`src/rbf_pkg.sv`:
```
`timescale 1ns / 1ps
// ----------------------------------------------------------------------------
// Rectangle blit and fill engine package
// Shared types and constants for the raster engine: operation codes,
// register indexes, configuration and item records, and the walker state.
// ----------------------------------------------------------------------------
package rbf_pkg;

    // Fixed widths of the item and register fields.
    localparam int PIX_W    = 32;
    localparam int INDEX_W  = 16;
    localparam int COORD_W  = 12;
    localparam int DIM_W    = 13;
    localparam int BASE_W   = 16;
    localparam int PROD_W   = COORD_W + DIM_W;
    localparam int CFG_IDX_W = 3;
    localparam int CFG_DAT_W = 16;

    // Wide enough for base + (y0 + rows) * pitch + (x0 + cols) at any legal size.
    localparam int ADDR_W   = 27;

    // Operation codes.
    typedef enum logic [1:0] {
        OP_WRITE = 2'd0,
        OP_READ  = 2'd1,
        OP_BLIT  = 2'd2,
        OP_FILL  = 2'd3
    } t_op;

    // Register indexes of the configuration port.
    localparam logic [CFG_IDX_W-1:0] REG_SRC_BASE   = 3'd0;
    localparam logic [CFG_IDX_W-1:0] REG_SRC_PITCH  = 3'd1;
    localparam logic [CFG_IDX_W-1:0] REG_DST_BASE   = 3'd2;
    localparam logic [CFG_IDX_W-1:0] REG_DST_PITCH  = 3'd3;
    localparam logic [CFG_IDX_W-1:0] REG_DST_WIDTH  = 3'd4;
    localparam logic [CFG_IDX_W-1:0] REG_DST_HEIGHT = 3'd5;
    localparam logic [CFG_IDX_W-1:0] REG_PIXEL_MODE = 3'd6;

    // Register reset values.
    localparam logic [DIM_W-1:0] RST_PITCH = 13'd256;
    localparam logic [DIM_W-1:0] RST_SIZE  = 13'd256;

    // Pixel mode codes.
    localparam logic MODE_8BIT  = 1'b0;
    localparam logic MODE_32BIT = 1'b1;

    // Walker sequencer states.
    typedef enum logic [2:0] {
        ST_IDLE,
        ST_SETUP,
        ST_RUN,
        ST_FLUSH,
        ST_DONE
    } t_state;

    // Configuration registers.
    typedef struct packed {
        logic [BASE_W-1:0] src_base;
        logic [DIM_W-1:0]  src_pitch;
        logic [BASE_W-1:0] dst_base;
        logic [DIM_W-1:0]  dst_pitch;
        logic [DIM_W-1:0]  dst_width;
        logic [DIM_W-1:0]  dst_height;
        logic              pixel_mode;
    } t_cfg;

    // Geometry of one input item.
    typedef struct packed {
        t_op                op;
        logic [INDEX_W-1:0] pixel_index;
        logic [COORD_W-1:0] src_x;
        logic [COORD_W-1:0] src_y;
        logic [DIM_W-1:0]   rect_width;
        logic [DIM_W-1:0]   rect_height;
        logic [COORD_W-1:0] dst_x;
        logic [COORD_W-1:0] dst_y;
    } t_item;

    // Walker status and the pixel it issues this cycle.
    typedef struct packed {
        logic              idle;
        logic              done;
        logic              issue;
        t_op               op;
        logic [ADDR_W-1:0] src_addr;
        logic [ADDR_W-1:0] dst_addr;
        logic              skip;
    } t_walk;

endpackage

```
`src/rbf_walker.sv`:
```
`timescale 1ns / 1ps
// ----------------------------------------------------------------------------
// Rectangle walker
// Sequencer that latches an item, works out its rectangle (saturation and
// fill clipping), and then issues one pixel address pair per cycle, row by
// row from the top and left to right within a row.
// ----------------------------------------------------------------------------
module rbf_walker #(
    parameter int STORE_DEPTH = 65536,
    parameter int MAX_DIM     = 4096
) (
    input  logic           i_clk,
    input  logic           i_rst_n,
    input  logic           i_accept,
    input  rbf_pkg::t_item i_item,
    input  rbf_pkg::t_cfg  i_cfg,
    input  logic           i_out_free,
    output rbf_pkg::t_walk o_walk
);

    localparam int CW = $clog2(MAX_DIM + 1);
    localparam int EW = ((CW > rbf_pkg::DIM_W) ? CW : rbf_pkg::DIM_W) + 1;
    localparam logic [rbf_pkg::ADDR_W-1:0] ADDR_LIMIT = rbf_pkg::ADDR_W'(STORE_DEPTH);

    rbf_pkg::t_state r_state, n_state;
    rbf_pkg::t_item  r_item, n_item;
    logic [CW-1:0]   r_w, n_w;
    logic [CW-1:0]   r_h, n_h;
    logic [CW-1:0]   r_col, n_col;
    logic [CW-1:0]   r_row, n_row;
    logic [rbf_pkg::ADDR_W-1:0] r_src_row, n_src_row;
    logic [rbf_pkg::ADDR_W-1:0] r_src_addr, n_src_addr;
    logic [rbf_pkg::ADDR_W-1:0] r_dst_row, n_dst_row;
    logic [rbf_pkg::ADDR_W-1:0] r_dst_addr, n_dst_addr;

    logic [CW-1:0]              w_sat;
    logic [CW-1:0]              h_sat;
    logic [EW-1:0]              x_end;
    logic [EW-1:0]              y_end;
    logic [rbf_pkg::DIM_W-1:0]  dx_ext;
    logic [rbf_pkg::DIM_W-1:0]  dy_ext;
    logic [CW-1:0]              fill_w;
    logic [CW-1:0]              fill_h;
    logic [CW-1:0]              set_w;
    logic [CW-1:0]              set_h;
    logic [rbf_pkg::PROD_W-1:0] src_mul;
    logic [rbf_pkg::PROD_W-1:0] dst_mul;
    logic [rbf_pkg::ADDR_W-1:0] src_start;
    logic [rbf_pkg::ADDR_W-1:0] dst_start;
    logic [rbf_pkg::ADDR_W-1:0] src_pitch_w;
    logic [rbf_pkg::ADDR_W-1:0] dst_pitch_w;
    logic                       src_oob;
    logic                       dst_oob;

    // Rectangle setup: saturate the size, clip a fill, and find the first pixel.
    always_comb begin
        w_sat = (32'(r_item.rect_width) > 32'(MAX_DIM)) ? CW'(MAX_DIM) : CW'(r_item.rect_width);
        h_sat = (32'(r_item.rect_height) > 32'(MAX_DIM)) ? CW'(MAX_DIM)
                                                          : CW'(r_item.rect_height);
        dx_ext = rbf_pkg::DIM_W'(r_item.dst_x);
        dy_ext = rbf_pkg::DIM_W'(r_item.dst_y);
        x_end  = EW'(r_item.dst_x) + EW'(w_sat);
        y_end  = EW'(r_item.dst_y) + EW'(h_sat);

        fill_w = w_sat;
        if (x_end > EW'(i_cfg.dst_width)) begin
            fill_w = (i_cfg.dst_width > dx_ext) ? CW'(i_cfg.dst_width - dx_ext) : '0;
        end
        fill_h = h_sat;
        if (y_end > EW'(i_cfg.dst_height)) begin
            fill_h = (i_cfg.dst_height > dy_ext) ? CW'(i_cfg.dst_height - dy_ext) : '0;
        end

        src_mul = rbf_pkg::PROD_W'(r_item.src_y) * rbf_pkg::PROD_W'(i_cfg.src_pitch);
        dst_mul = rbf_pkg::PROD_W'(r_item.dst_y) * rbf_pkg::PROD_W'(i_cfg.dst_pitch);

        case (r_item.op)
            rbf_pkg::OP_BLIT: begin
                set_w     = w_sat;
                set_h     = h_sat;
                src_start = rbf_pkg::ADDR_W'(i_cfg.src_base) + rbf_pkg::ADDR_W'(src_mul)
                          + rbf_pkg::ADDR_W'(r_item.src_x);
                dst_start = rbf_pkg::ADDR_W'(i_cfg.dst_base) + rbf_pkg::ADDR_W'(dst_mul)
                          + rbf_pkg::ADDR_W'(r_item.dst_x);
            end
            rbf_pkg::OP_FILL: begin
                set_w     = fill_w;
                set_h     = fill_h;
                src_start = rbf_pkg::ADDR_W'(i_cfg.dst_base) + rbf_pkg::ADDR_W'(dst_mul)
                          + rbf_pkg::ADDR_W'(r_item.dst_x);
                dst_start = src_start;
            end
            default: begin
                // Single pixel read or write: one pixel at the given index.
                set_w     = CW'(1);
                set_h     = CW'(1);
                src_start = rbf_pkg::ADDR_W'(r_item.pixel_index);
                dst_start = rbf_pkg::ADDR_W'(r_item.pixel_index);
            end
        endcase
    end

    // Range checks on the current pixel.
    assign src_oob     = (r_src_addr >= ADDR_LIMIT);
    assign dst_oob     = (r_dst_addr >= ADDR_LIMIT);
    assign src_pitch_w = rbf_pkg::ADDR_W'(i_cfg.src_pitch);
    assign dst_pitch_w = rbf_pkg::ADDR_W'(i_cfg.dst_pitch);

    // Next state and issue.
    always_comb begin
        n_state    = r_state;
        n_item     = r_item;
        n_w        = r_w;
        n_h        = r_h;
        n_col      = r_col;
        n_row      = r_row;
        n_src_row  = r_src_row;
        n_src_addr = r_src_addr;
        n_dst_row  = r_dst_row;
        n_dst_addr = r_dst_addr;

        o_walk          = '0;
        o_walk.idle     = (r_state == rbf_pkg::ST_IDLE);
        o_walk.done     = (r_state == rbf_pkg::ST_DONE);
        o_walk.op       = r_item.op;
        o_walk.src_addr = r_src_addr;
        o_walk.dst_addr = r_dst_addr;
        o_walk.skip     = dst_oob || ((r_item.op != rbf_pkg::OP_FILL) && src_oob);

        case (r_state)
            rbf_pkg::ST_IDLE: begin
                if (i_accept) begin
                    n_item  = i_item;
                    n_state = rbf_pkg::ST_SETUP;
                end
            end
            rbf_pkg::ST_SETUP: begin
                n_w        = set_w;
                n_h        = set_h;
                n_col      = '0;
                n_row      = '0;
                n_src_row  = src_start;
                n_src_addr = src_start;
                n_dst_row  = dst_start;
                n_dst_addr = dst_start;
                n_state    = ((set_w == '0) || (set_h == '0)) ? rbf_pkg::ST_DONE
                                                              : rbf_pkg::ST_RUN;
            end
            rbf_pkg::ST_RUN: begin
                o_walk.issue = 1'b1;
                if (r_col == r_w - CW'(1)) begin
                    // End of a row: step both surfaces down one row.
                    n_col      = '0;
                    n_src_row  = r_src_row + src_pitch_w;
                    n_src_addr = r_src_row + src_pitch_w;
                    n_dst_row  = r_dst_row + dst_pitch_w;
                    n_dst_addr = r_dst_row + dst_pitch_w;
                    if (r_row == r_h - CW'(1)) begin
                        n_row   = '0;
                        n_state = rbf_pkg::ST_FLUSH;
                    end else begin
                        n_row = r_row + CW'(1);
                    end
                end else begin
                    n_col      = r_col + CW'(1);
                    n_src_addr = r_src_addr + rbf_pkg::ADDR_W'(1);
                    n_dst_addr = r_dst_addr + rbf_pkg::ADDR_W'(1);
                end
            end
            rbf_pkg::ST_FLUSH: begin
                // The last pixel finishes its write in this cycle.
                n_state = rbf_pkg::ST_DONE;
            end
            rbf_pkg::ST_DONE: begin
                if (i_out_free) begin
                    n_state = rbf_pkg::ST_IDLE;
                end
            end
            default: begin
                n_state = rbf_pkg::ST_IDLE;
            end
        endcase
    end

    // Control registers.
    always_ff @(posedge i_clk) begin
        if (!i_rst_n) begin
            r_state <= rbf_pkg::ST_IDLE;
            r_col   <= '0;
            r_row   <= '0;
        end else begin
            r_state <= n_state;
            r_col   <= n_col;
            r_row   <= n_row;
        end
    end

    // Item and address registers.
    always_ff @(posedge i_clk) begin
        r_item     <= n_item;
        r_w        <= n_w;
        r_h        <= n_h;
        r_src_row  <= n_src_row;
        r_src_addr <= n_src_addr;
        r_dst_row  <= n_dst_row;
        r_dst_addr <= n_dst_addr;
    end

endmodule

```
`config.mk`:
```
export PLATFORM = sky130hd
export DESIGN_NAME = rbf_walker
export DESIGN_NICKNAME = d
export VERILOG_FILES = /design/src/rbf_pkg.sv /design/src/rbf_walker.sv
export SDC_FILE = /design/constraint.sdc
export NUM_CORES = 2
export LEC_CHECK = 0
export ABC_AREA = 1
export BUFFER_PORTS_ARGS = -buffer_cell sky130_fd_sc_hd__buf_2
export CORE_MARGIN = 4
export CORE_UTILIZATION = 50
export DETAILED_ROUTE_END_ITERATION = 8
export PLACE_DENSITY_LB_ADDON = 0.1
export SLEW_MARGIN = 20
export SYNTH_ARGS = -nofsm -noshare
export SYNTH_HDL_FRONTEND = slang
export SYNTH_SLANG_ARGS = --single-unit
```
`constraint.sdc`:
```
create_clock -name i_clk -period 17.1 [get_ports i_clk]
set_clock_uncertainty 0.05 [all_clocks]
set_input_delay 2.565 -clock i_clk [delete_from_list [all_inputs] [get_ports i_clk]]
set_output_delay 2.565 -clock i_clk [all_outputs]
set_load 0.02 [all_outputs]
```
**Yosys cells after proc, flatten, opt, wreduce, memory -nomap -nowiden**

Index checks and enable logic that the tools add are counted.

- $add $sub $neg: 16
- Multiply operators: 2
- Order comparisons: 8
- Equality and inequality tests: 13
- Mux-type cells: 30
- Reductions and logical operators: 11

Operators with widths:

| operator | number |
|---|---|
| $pmux W27 S2 | 5 |
| $mux W27 | 5 |
| $mux W13 | 9 |
| $pmux W13 S2 | 4 |
| $add A26 B12 Y27 | 2 |
| $add A27 B1 Y27 const B | 2 |
| $add A27 B13 Y27 | 2 |
| $ge A27 B17 Y1 const B | 2 |
| $add A16 B25 Y26 | 2 |
| $mul A12 B13 Y25 | 2 |
| $add A12 B13 Y14 | 2 |
| $gt A14 B13 Y1 | 2 |
| $add A13 B1 Y13 const B | 2 |
| $eq A13 B13 Y1 | 2 |
| $gt A13 B12 Y1 | 2 |
| $gt A13 B13 Y1 const B | 2 |
| $logic_not A13 Y1 | 2 |
| $sub A13 B1 Y13 const B | 2 |
| $sub A13 B12 Y13 | 2 |
| $mux W3 | 5 |
| $pmux W3 S5 | 1 |
| $ne A2 B2 Y1 const B | 5 |
| $eq A3 B2 Y1 const B | 2 |
| $eq A2 B2 Y1 const B | 2 |
| 10 further kinds | 12 |

- Register bits: 255
- Bits of input ports: 181
- Logic and storage cells: 97

**Longest topological paths before layout**

- Depth after elaboration: 10
- Mapped depth: 43

**Least setup slack after synthesis**

OpenSTA, ideal clock, no wires.

- Path kind: in2reg
- Start point: input port i_cfg[34] in the netlist's numbering
- End point: register r_src_row[25] in the netlist's numbering, data pin
- Setup time: 0.259 ns
- Arrival: 7.723 ns
- Required time: 16.791 ns
- Setup slack: 9.068 ns
- Cell stages on the path: 24
- Cells stage by stage: clkbuf_1 > nand2_1 > fa_1 > inv_1 > fa_1 > inv_1 > fa_1 > inv_1 > fa_1 > fa_1 > inv_1 > fa_1 > inv_1 > ha_1 > a21oi_1 > a21boi_1 > o21bai_1 > a21oi_1 > o21ai_1 > a21oi_1 > xor2_1 > o21ai_0 > nand2_1 > nand2_1

- Word-level cells in the longest chain between the ends: 5

Ends and longest elaborated chain:

| item | RTL line | source |
|---|---|---|
| start: declaration | rbf_walker.sv:16 | `input rbf_pkg::t_cfg i_cfg,` |
| $mul A12 B13 Y25 | rbf_walker.sv:75 | `dst_mul = rbf_pkg::PROD_W'(r_item.dst_y) * rbf_pkg::PROD_W'(i_cfg.dst_pitch);` |
| $add A16 B25 Y26 | rbf_walker.sv:89 | `src_start = rbf_pkg::ADDR_W'(i_cfg.dst_base) + rbf_pkg::ADDR_W'(dst_mul)` |
| $add A26 B12 Y27 | rbf_walker.sv:90 | `+ rbf_pkg::ADDR_W'(r_item.dst_x);` |
| $pmux W27 S2 | rbf_walker.sv:77 | `case (r_item.op)` |
| $pmux W27 S2 | rbf_walker.sv:130 | `case (r_state)` |
| via n_src_row, one bit | rbf_walker.sv:31 | `logic [rbf_pkg::ADDR_W-1:0] r_src_row, n_src_row;` |
| end signal: assignment | rbf_walker.sv:203 | `r_src_row <= n_src_row;` |
| end: declaration | rbf_walker.sv:31 |  |

The timed path passes the listed nets, and every way through them passes these cells.
A chain may end at the register's enable or synchronous reset.

**Worst setup path in the final report**

- Start point: input port i_cfg[59] in the netlist's numbering
- End point: register r_src_addr[13] in the netlist's numbering, data pin

- Word-level cells in the longest chain between the ends: 5
- Elaborated cells on any way between the ends: 7
- Classes of those cells: add/sub (3); mul (1); mux (3)

Ends and longest elaborated chain:

| item | RTL line | source |
|---|---|---|
| $mul A12 B13 Y25 | rbf_walker.sv:74 | `src_mul = rbf_pkg::PROD_W'(r_item.src_y) * rbf_pkg::PROD_W'(i_cfg.src_pitch);` |
| $add A16 B25 Y26 | rbf_walker.sv:81 | `src_start = rbf_pkg::ADDR_W'(i_cfg.src_base) + rbf_pkg::ADDR_W'(src_mul)` |
| $add A26 B12 Y27 | rbf_walker.sv:82 | `+ rbf_pkg::ADDR_W'(r_item.src_x);` |
| $pmux W27 S2 | rbf_walker.sv:77 |  |
| $pmux W27 S2 * | rbf_walker.sv:130 |  |
| via n_src_addr, one bit | rbf_walker.sv:32 | `logic [rbf_pkg::ADDR_W-1:0] r_src_addr, n_src_addr;` |
| end signal: assignment | rbf_walker.sv:204 | `r_src_addr <= n_src_addr;` |
| end: declaration | rbf_walker.sv:32 |  |

Mark *: on every way through the listed nets, which the timed path passes. The rest lies on a longest branch.

==> flow_metrics.env <==
export IMPL_synth_area_mm2=0.0303
export IMPL_yosys_area_top_type="edfxtp_1"
export IMPL_crit_required_ps=17340
export IMPL_core_area_mm2=0.0595
export IMPL_crit_path_max_fanout=13
export IMPL_dp_cells=4728
export IMPL_die_width_um=254
export IMPL_area_growth_pct=9.81
export IMPL_rows=89
export IMPL_drt_iter0_drc=1457
export IMPL_setup_viol=0
export IMPL_routabilityCongestion=0.993
export IMPL_finalNonFillerCells=4789
export IMPL_synth_flop_cell="edfxtp_1"
export IMPL_hold_buffers=0
export IMPL_min_period_ps=8340
export IMPL_cp_arrival_ps=8580
export IMPL_avgSynthCellArea_um2=7.98
export IMPL_initial_core_util=0.510
export IMPL_ys_seq_elements=255
export IMPL_cts_tree="built"
export IMPL_clkTransAtPathRegs_ps=60
export IMPL_critical_path_class="in2reg"
export IMPL_grt_overflow=0
export IMPL_path_delay_family="adder cells"
export IMPL_clkSinkCount=255
export IMPL_drt_pass1_iterations=6
export IMPL_ctsHtreeMaxLevel=2
export IMPL_final_max_slew_violation_count=0
export IMPL_cap_viol_max_count=0
export IMPL_cts_buffers=34
export IMPL_status="completed"
export IMPL_wl_per_cell_um=17.6
export IMPL_synth_async_reset_ratio=0
export IMPL_port_buffers=239
export IMPL_syn_instance_count=3800
export IMPL_rsz0062_at_grt="no"
export IMPL_ys_seq_area_frac=0.243
export IMPL_cts_buffer_depth=3
export IMPL_synth_edff_count=226
export IMPL_antenna_found_initial=1
export IMPL_grt_pass1_vias=25070
export IMPL_fin_tns_setup_ps=0
export IMPL_drcViolationCount=0
export IMPL_post_cts_resized=0
export IMPL_routed_wl_um=84200
export IMPL_die_h_um=254
export IMPL_tightest_slew_ps=852
export IMPL_die_area_mm2=0.0646
export IMPL_synth_cell_types=62
export IMPL_crit_buf_inv=4
export IMPL_fmax_ghz=0.120
export IMPL_postCtsSetupRepairBufs=0
export IMPL_clk_latency_ps=570
export IMPL_timing_critical_path_slowest_stage_cell="fa_1"
export IMPL_synth_fp_nets=4551
export IMPL_hold_path_class="reg2reg"
export IMPL_yosysTopAreaCellShare=0.224
export IMPL_yosys_top_cells_area="edfxtp_1 (22%), fa_1 (18%), ha_1 (12%)"
export IMPL_top_level_ports=241
export IMPL_cts_root_buf="clkbuf_16"
export IMPL_yosys_warnings=0
export IMPL_grt_max_degree=64
export IMPL_nets=4742
export IMPL_startpoint_type="input port"
export IMPL_hpwl_um=67600
export IMPL_slew_headroom=0.432
export IMPL_vias=24910
export IMPL_crit_path_end_kind="flop"
export IMPL_drive_above_1_share=0.0911
export IMPL_antenna_left=0
export IMPL_routed_via_density=5.20
export IMPL_diodes=0
export IMPL_grt_pass1_wl_um=134000
export IMPL_finalHoldViolations=0
export IMPL_fin_crit_sh=0.488
export IMPL_slowest_delay_ps=530
export IMPL_crit_path_frequent_cell="nand2_1"
export IMPL_grt_use_total=0.263
[cells by family after synthesis]
kind of cell             share of synthesized area
AND/OR/NAND/NOR                              0.200
buffers and inverters                        0.113
adder cells (fa/ha/maj)                      0.304
AO/OA/AOI/OAI                               0.0852
flip-flops                                   0.243
XOR/XNOR                                    0.0560
[worst reg2reg max path: stages (launching register included)]
cell and delay, ps:
edfxtp_1 710, nand2_1 190, inv_1 70, fa_1 540
inv_1 50, fa_1 470, inv_1 50, fa_1 480
fa_1 500, fa_1 490, inv_1 50, fa_1 470
inv_1 40, ha_1 330, a21oi_1 170, o21a_1 130
nand2_1 80, a21boi_1 300, o21bai_1 150, a21oi_1 240
o21ai_1 140, a21oi_1 210, xor2_1 440, o21ai_0 140
nand2_1 100, nand2_1 60
[synth_stat cells (all sizes together), types with 3 or more instances]
master	count
a211oi	4
a21boi	7
a21o	13
a21oi	170
a31o	4
a31oi	9
buf	18
clkbuf	79
clkinv	3
dfxtp	29
edfxtp	226
fa	276
ha	294
inv	799
nand2	895
nand3	144
nand3b	9
nand4	36
nor2	230
nor3	54
nor3b	8
nor4	21
o2111ai	3
o211ai	13
o21a	7
o21ai	173
o21bai	15
o221ai	9
o22ai	14
o32ai	10
or2	25
xnor2	67
xor2	126
[state kept, by name (all words and copies together) (netlist names)]
signal	count
r_w	13
r_src_row	27
r_row	13
dy_ext	12
o_walk	2
r_src_addr	27
r_dst_addr	27
r_dst_row	27
dx_ext	12
r_col	13
r_state	3
r_item	66
r_h	13
[per-layer routing]
layer  up-vias  track usage  wire (µm)
li1      12386            -          -
met1     11738        0.338      35700
met2       638        0.449      39800
met3       146       0.0450       5360
met4         2       0.0991       3370
met5         -            0         13
[per-stage QoR]
step                      hold slack, ps  setup slack (ps)  utilization  instance area [µm²]
after floorplan                      408              9070            -                30300
after global placement               420              8220        0.541                32200
after detailed placement             429              8220        0.541                32200
after CTS                            437              8760        0.560                33300
after global routing                 457              8290        0.560                33300
final                                436              8760        0.560                33300
[cell type report]
cell class,instances,area [µm²]
timing repair buffer,252,1290
inverter,802,3020
sequential,255,7370
clock buffer,42,901
tap,773,967
clock inverter,19,191
multi-input combinational,2646,19600
fill,5754,26200
[worst paths after layout]
path	startpoint	endpoint	slack, ps	depth (start not counted)
worst min register to register	r_col[5]	r_col[5]	440	2
worst max-delay path	i_cfg[59]	r_src_addr[13]	8760	26
worst min-delay path	r_col[5]	r_col[5]	440	2
worst max register to register	dy_ext[0]	r_src_row[25]	10240	25
[placed cells by master, fill, tap and decap left out, types with 9 or more instances in the layout]
cell type	count
buf_4	13
inv_1	792
nor4_1	20
nor2_1	217
o32ai_1	10
fa_1	276
o21ai_1	15
ha_1	294
nand3b_1	9
clkinv_1	10
o221ai_1	9
nand2_1	892
o21bai_1	15
nand3_1	141
or2_2	22
a21o_1	13
clkbuf_16	34
o22ai_1	14
xnor2_1	67
a21oi_1	169
edfxtp_1	226
o211ai_1	13
nand4_1	35
xor2_1	125
a31oi_1	9
buf_2	239
o21ai_0	158
nor3_1	47
dfxtp_1	29
Power is not shown: default switching activity piles up to over one toggle a cycle in this logic, so the estimate is an artifact.
